$ cat src/rtl/core/pdc_pkg.sv
`default_nettype none
// ----------------------------------------------------------------------------
// Playfair digraph cipher package
// Item types, register indexes and small helpers for the 5x5 key square.
// ----------------------------------------------------------------------------
package pdc_pkg;

  localparam int SQUARE_SIDE  = 5;
  localparam int SQUARE_CELLS = SQUARE_SIDE * SQUARE_SIDE;
  localparam int CELL_W       = 5;
  localparam int SQUARE_W     = SQUARE_CELLS * CELL_W;
  localparam int LOW_W        = 50;
  localparam int MID_W        = 50;
  localparam int HIGH_W       = 25;
  localparam int CFG_DATA_W   = 50;
  localparam int CFG_INDEX_W  = 2;

  localparam logic [2:0] SIDE_LAST = 3'd4;

  typedef logic [CELL_W-1:0]       letter_t;
  typedef logic [2:0]              coord_t;
  typedef logic [CELL_W-1:0]       cell_idx_t;
  typedef logic [SQUARE_CELLS-1:0] match_t;
  typedef logic [SQUARE_W-1:0]     square_t;

  typedef enum logic [CFG_INDEX_W-1:0] {
    REG_CELLS_LOW  = 2'd0,
    REG_CELLS_MID  = 2'd1,
    REG_CELLS_HIGH = 2'd2,
    REG_DIRECTION  = 2'd3
  } cfg_reg_t;

  typedef struct packed {
    letter_t letter_one;
    letter_t letter_two;
  } in_item_t;

  typedef struct packed {
    letter_t result_one;
    letter_t result_two;
    logic    letter_missing;
  } out_item_t;

  function automatic letter_t cell_at(input square_t square, input cell_idx_t idx);
    letter_t value;
    value = '0;
    for (int k = 0; k < SQUARE_CELLS; k++) begin
      if (idx == cell_idx_t'(k)) begin
        value = square[k*CELL_W +: CELL_W];
      end
    end
    return value;
  endfunction

  function automatic match_t match_cells(input square_t square, input letter_t letter);
    match_t hits;
    for (int k = 0; k < SQUARE_CELLS; k++) begin
      hits[k] = (square[k*CELL_W +: CELL_W] == letter);
    end
    return hits;
  endfunction

  function automatic coord_t step_fwd(input coord_t v);
    return (v < SIDE_LAST) ? coord_t'(v + 3'd1) : 3'd0;
  endfunction

  function automatic coord_t step_back(input coord_t v);
    return (v > 3'd0) ? coord_t'(v - 3'd1) : SIDE_LAST;
  endfunction

endpackage
`default_nettype wire

$ cat src/rtl/core/playfair_digraph_cipher_core.sv
`default_nettype none
// ----------------------------------------------------------------------------
// Playfair digraph cipher core
// Substitutes one letter pair per cycle against a 5x5 key square.
// ----------------------------------------------------------------------------
// Start passes the s1, s2, s3 and result valid registers to the strobe.
// Throughput is one item per cycle; busy is never raised.
// The stages are cell match, position encode, move rule and cell read.
// Synchronous reset clears the pipeline valid bits and the configuration
// registers to zero; the data path registers are not reset.
module playfair_digraph_cipher_core
  import pdc_pkg::*;
(
  input  wire logic                   clk,
  input  wire logic                   rst,
  input  wire logic                   start,
  output logic                        busy,
  input  wire in_item_t               digraph,
  output logic                        result_valid,
  output out_item_t                   result,
  input  wire logic                   cfg_valid,
  output logic                        cfg_ready,
  input  wire logic [CFG_INDEX_W-1:0] cfg_index,
  input  wire logic [CFG_DATA_W-1:0]  cfg_data
);

  logic [LOW_W-1:0]  cells_low;
  logic [MID_W-1:0]  cells_mid;
  logic [HIGH_W-1:0] cells_high;
  logic              direction;
  square_t           square;

  logic   s1_valid;
  match_t s1_hit_one;
  match_t s1_hit_two;

  logic   s2_valid;
  logic   s2_found_one;
  logic   s2_found_two;
  coord_t s2_row_one;
  coord_t s2_col_one;
  coord_t s2_row_two;
  coord_t s2_col_two;

  logic      s3_valid;
  logic      s3_missing;
  cell_idx_t s3_idx_one;
  cell_idx_t s3_idx_two;

  logic   found_one;
  logic   found_two;
  coord_t row_one;
  coord_t col_one;
  coord_t row_two;
  coord_t col_two;
  coord_t nrow_one;
  coord_t ncol_one;
  coord_t nrow_two;
  coord_t ncol_two;

  assign busy      = 1'b0;
  assign cfg_ready = 1'b1;
  assign square    = {cells_high, cells_mid, cells_low};

  always_ff @(posedge clk) begin
    if (rst) begin
      cells_low  <= '0;
      cells_mid  <= '0;
      cells_high <= '0;
      direction  <= 1'b0;
    end else if (cfg_valid) begin
      case (cfg_reg_t'(cfg_index))
        REG_CELLS_LOW:  cells_low  <= cfg_data[LOW_W-1:0];
        REG_CELLS_MID:  cells_mid  <= cfg_data[MID_W-1:0];
        REG_CELLS_HIGH: cells_high <= cfg_data[HIGH_W-1:0];
        REG_DIRECTION:  direction  <= cfg_data[0];
        default: ;
      endcase
    end
  end

  always_ff @(posedge clk) begin
    s1_hit_one <= match_cells(square, digraph.letter_one);
    s1_hit_two <= match_cells(square, digraph.letter_two);
  end

  // The highest matching cell wins, so later cells override earlier ones.
  always_comb begin
    found_one = 1'b0;
    found_two = 1'b0;
    row_one   = '0;
    col_one   = '0;
    row_two   = '0;
    col_two   = '0;
    for (int k = 0; k < SQUARE_CELLS; k++) begin
      if (s1_hit_one[k]) begin
        found_one = 1'b1;
        row_one   = coord_t'(k / SQUARE_SIDE);
        col_one   = coord_t'(k % SQUARE_SIDE);
      end
      if (s1_hit_two[k]) begin
        found_two = 1'b1;
        row_two   = coord_t'(k / SQUARE_SIDE);
        col_two   = coord_t'(k % SQUARE_SIDE);
      end
    end
  end

  always_ff @(posedge clk) begin
    s2_found_one <= found_one;
    s2_found_two <= found_two;
    s2_row_one   <= row_one;
    s2_col_one   <= col_one;
    s2_row_two   <= row_two;
    s2_col_two   <= col_two;
  end

  always_comb begin
    nrow_one = s2_row_one;
    ncol_one = s2_col_one;
    nrow_two = s2_row_two;
    ncol_two = s2_col_two;
    if (s2_row_one == s2_row_two) begin
      ncol_one = direction ? step_back(s2_col_one) : step_fwd(s2_col_one);
      ncol_two = direction ? step_back(s2_col_two) : step_fwd(s2_col_two);
    end else if (s2_col_one == s2_col_two) begin
      nrow_one = direction ? step_back(s2_row_one) : step_fwd(s2_row_one);
      nrow_two = direction ? step_back(s2_row_two) : step_fwd(s2_row_two);
    end else begin
      ncol_one = s2_col_two;
      ncol_two = s2_col_one;
    end
  end

  always_ff @(posedge clk) begin
    s3_missing <= !(s2_found_one && s2_found_two);
    s3_idx_one <= cell_idx_t'(nrow_one) * cell_idx_t'(SQUARE_SIDE) + cell_idx_t'(ncol_one);
    s3_idx_two <= cell_idx_t'(nrow_two) * cell_idx_t'(SQUARE_SIDE) + cell_idx_t'(ncol_two);
  end

  always_ff @(posedge clk) begin
    result.letter_missing <= s3_missing;
    result.result_one     <= s3_missing ? '0 : cell_at(square, s3_idx_one);
    result.result_two     <= s3_missing ? '0 : cell_at(square, s3_idx_two);
  end

  always_ff @(posedge clk) begin
    if (rst) begin
      s1_valid     <= 1'b0;
      s2_valid     <= 1'b0;
      s3_valid     <= 1'b0;
      result_valid <= 1'b0;
    end else begin
      s1_valid     <= start;
      s2_valid     <= s1_valid;
      s3_valid     <= s2_valid;
      result_valid <= s3_valid;
    end
  end

endmodule
`default_nettype wire
$ cat config.mk
export PLATFORM = sky130hd
export DESIGN_NAME = playfair_digraph_cipher_core
export DESIGN_NICKNAME = d
export VERILOG_FILES = /design/src/rtl/core/pdc_pkg.sv /design/src/rtl/core/playfair_digraph_cipher_core.sv
export SDC_FILE = /design/constraint.sdc
export NUM_CORES = 1
export LEC_CHECK = 0
export ABC_AREA = 0
export BUFFER_PORTS_ARGS = -buffer_cell sky130_fd_sc_hd__buf_4
export CORE_MARGIN = 5
export CORE_UTILIZATION = 55
export CTS_BUF_LIST = sky130_fd_sc_hd__clkbuf_4
export DETAILED_ROUTE_END_ITERATION = 12
export GPL_TIMING_DRIVEN = 0
export HOLD_SLACK_MARGIN = 0.12
export PLACE_DENSITY = 0.8
export SLEW_MARGIN = 10
export SYNTH_ARGS = -nofsm -noshare
export SYNTH_HDL_FRONTEND = slang
export SYNTH_SLANG_ARGS = --single-unit
$ cat constraint.sdc
create_clock -name clk -period 3.65 [get_ports clk]
set_input_delay 0.1825 -clock clk [delete_from_list [all_inputs] [get_ports clk]]
set_output_delay 0.1825 -clock clk [all_outputs]
set_load 0.05 [all_outputs]
==> run metrics <==
Layout Skew 0.0595 ns; Die Area 27800 um2; drc violations 0; startpoint class of the critical path flop; dpl cell area 14400 um2; wire length per cell 26.7 um; synthesized net count 1807; fmax 288 MHz; pin count of the biggest net entering global routing 19; total number of vias 14686; most frequent cells in the layout nand2_1 (299), dfxtp_1 (216), a21oi_1 (197), xnor2_1 (152), xor2_1 (110); post-CTS repair timing setup buffer count 0; RSZ-0062 raised after global routing false; Rows 57; GRT Total Usage 41.6%; Final Cycle Share 95.0%; DR pass1 iterations 6; Die Ht 167 um; clk sinks 216; Synth area leaders dfxtp_1 (32%), xnor2_1 (9.9%), nand2_1 (8.3%), a21oi_1 (7.3%), xor2_1 (7.1%); initial cell density of the core 55.6%; I/O pin total 80; post-place setup slack 0.222 ns; MaxCap Viol Count 0; Slowest cell on crit path nor4_4; CTS tree built; endpoints failing setup 0; Pins Over Slew Limit 0; YS warnings 0; Clock Tree Root clkbuf_4; Clock Latency Late Sink 0.77 ns; DRT Wirelength 60.4 mm; H-tree Lvls 2; RePlAce Congestion 1.10; Static Leakage 6.02 nW; routed vias/inst 6.49; final non-filler cell total 2262; vias in the first global route 13870; crit end category flop; post-synthesis cell count 1711; setup TNS 0 ns; hold crit path type primary input to flop; peak fanout along the critical path 10; number of port buffers 65; Hold Vio Cnt, Final 0; top-area cell type share of the netlist area 32.1%; PwrDens 566 nW/um2; final instance area 15700 um2; required time of the critical path 4.27 ns; CORE AREA 24200 um2; most common cell after layout, fill and taps aside nand2_1; Initial DRC Count 2052; clock buffer depth 3; sequential area share after synthesis 32.1%; post-route ant nets 0; final net count 2000; Slew @ Worst Pin 1.29 ns; distinct cell type count after synthesis 68; crit-path most repeated cell ha_1; Worst-path clk slew 0.08 ns; Util after Layout 64.9%; grt ovf 0; Area Overhead vs Synth 16.7%; Synth Cell Area 13500 um2; global-route wire length before repair 87.1 mm; Most used DFF post-synth dfxtp_1; Slew Limit Headroom 13.7%; Yosys top cell by area dfxtp_1; setup ws final 0.183 ns; post-DP HPWL 43.8 mm; initial antenna violation count 3; Cells after DPL 2100; Inserted Clock Buffers 55; maximum VDD drop 408 uV; Post-synth EDFFs 0; Async SR Flop Fraction 0%; status completed; crit path cell chain xor2_1, nor3_2, nor4_4, mux2i_1, ha_1, ha_1, ha_1, a21o_1, a21oi_1, xor2_1, xnor2_1; Yosys reg bits 216; critical path type flop to flop; CP max stage delay 0.60 ns; Final min period 3.47 ns; Die X 167 um; fraction of layout cells with a size suffix above 1 11.3%; Critical Path AT 4.09 ns; synthesized area per cell 7.89 um2
-- critical path, delay by kind of cell, from the launching register on --
kind,cells,cell delay (ns)
adder cells (fa/ha/maj),3,0.89
AND/OR/NAND/NOR,2,0.71
flip-flops,1,0.41
AO/OA/AOI/OAI,2,0.34
XOR/XNOR,3,0.65
multiplexers,1,0.36
-- flip-flops by register name, summed over array words and instances, names as in the netlist, 3 cells and up --
register,cells
s2_col_two,3
s1_hit_two,25
s2_row_one,3
result,11
s2_row_two,3
cells_high,25
s3_idx_one,5
cells_mid,50
s2_col_one,3
s1_hit_one,25
cells_low,50
s3_idx_two,5
-- cell families (layout without fill, tap and decap cells) --
logic type,Yosys count,in the layout,share of synthesized area (%)
mux,61,61,6.21
flops,216,216,32.1
compound gates,375,375,16.6
buf+inv,162,387,5.03
other cells,2,4,0.0557
xor+xnor,262,262,17.0
simple gates,603,603,20.2
fa+ha+maj,30,30,2.89
-- final timing paths --
path	startpoint	end	slack, ns	cells past startpoint
min	digraph[9]	s1_hit_one[1]$_DFF_P_	0.13	4
min reg2reg	s2_found_one$_SDFF_PP1_	s3_missing$_DFF_P_	0.36	1
max	s2_row_one[2]$_SDFF_PP1_	s3_idx_one[4]$_DFF_P_	0.18	11
max reg2reg	s2_row_one[2]$_SDFF_PP1_	s3_idx_one[4]$_DFF_P_	0.18	11
-- timing repair --
item                                   in CTS  in global routing
resized for setup                           0                  1
setup endpoints to repair                   0                  2
hold buffers                               71                  0
endpoints found under the hold margin     148                  0
-- layer usage --
layer  up-vias  GRT usage, %  share of wire [%]
li1       6290             -                  -
met1      6804          50.7                 35
met2      1208          61.9                 42
met3       380          12.7                 14
met4         4          30.8                9.6
met5         -             0               0.11
-- metrics by stage --
step / power, mW / hold slack [ns]
floorplan: 5.45 / 0.311
global placement: 6.71 / 0.357
detailed placement: 6.71 / 0.357
CTS: 8.74 / 0.126
global route: 9.27 / 0.145
finish: 8.92 / 0.128
-- power by group --
group / switching (mW) / total (mW) / internal [mW]
logic: 2.61 / 4.09 / 1.47
clock network: 1.04 / 2.00 / 0.954
registers: 0.273 / 2.83 / 2.56
-- cell usage after synthesis (26+ instances only) --
cell and number:
clkbuf_1 94, xnor2_1 152, nor2_1 76, nand3_1 61, a21oi_1 197, o21ai_0 49, buf_2 26, xor2_1 110
inv_1 31, ha_1 28, dfxtp_1 216, nand2_1 299, mux2i_1 32, nor3_1 80
-- area by class of cell --
cell class              instances  area [um2]
fillers                      2092        8500
multi-input cells            1333        8490
flip-flops and latches        216        4320
repair buffers                136        1200
clock buffers                  75         563
plain buffers                 131         562
well taps                     324         405
inverters                      31         116
clock inverters                14        80.1
diodes                          2        5.00
Note: power is estimated with default switching activity, not from simulation.
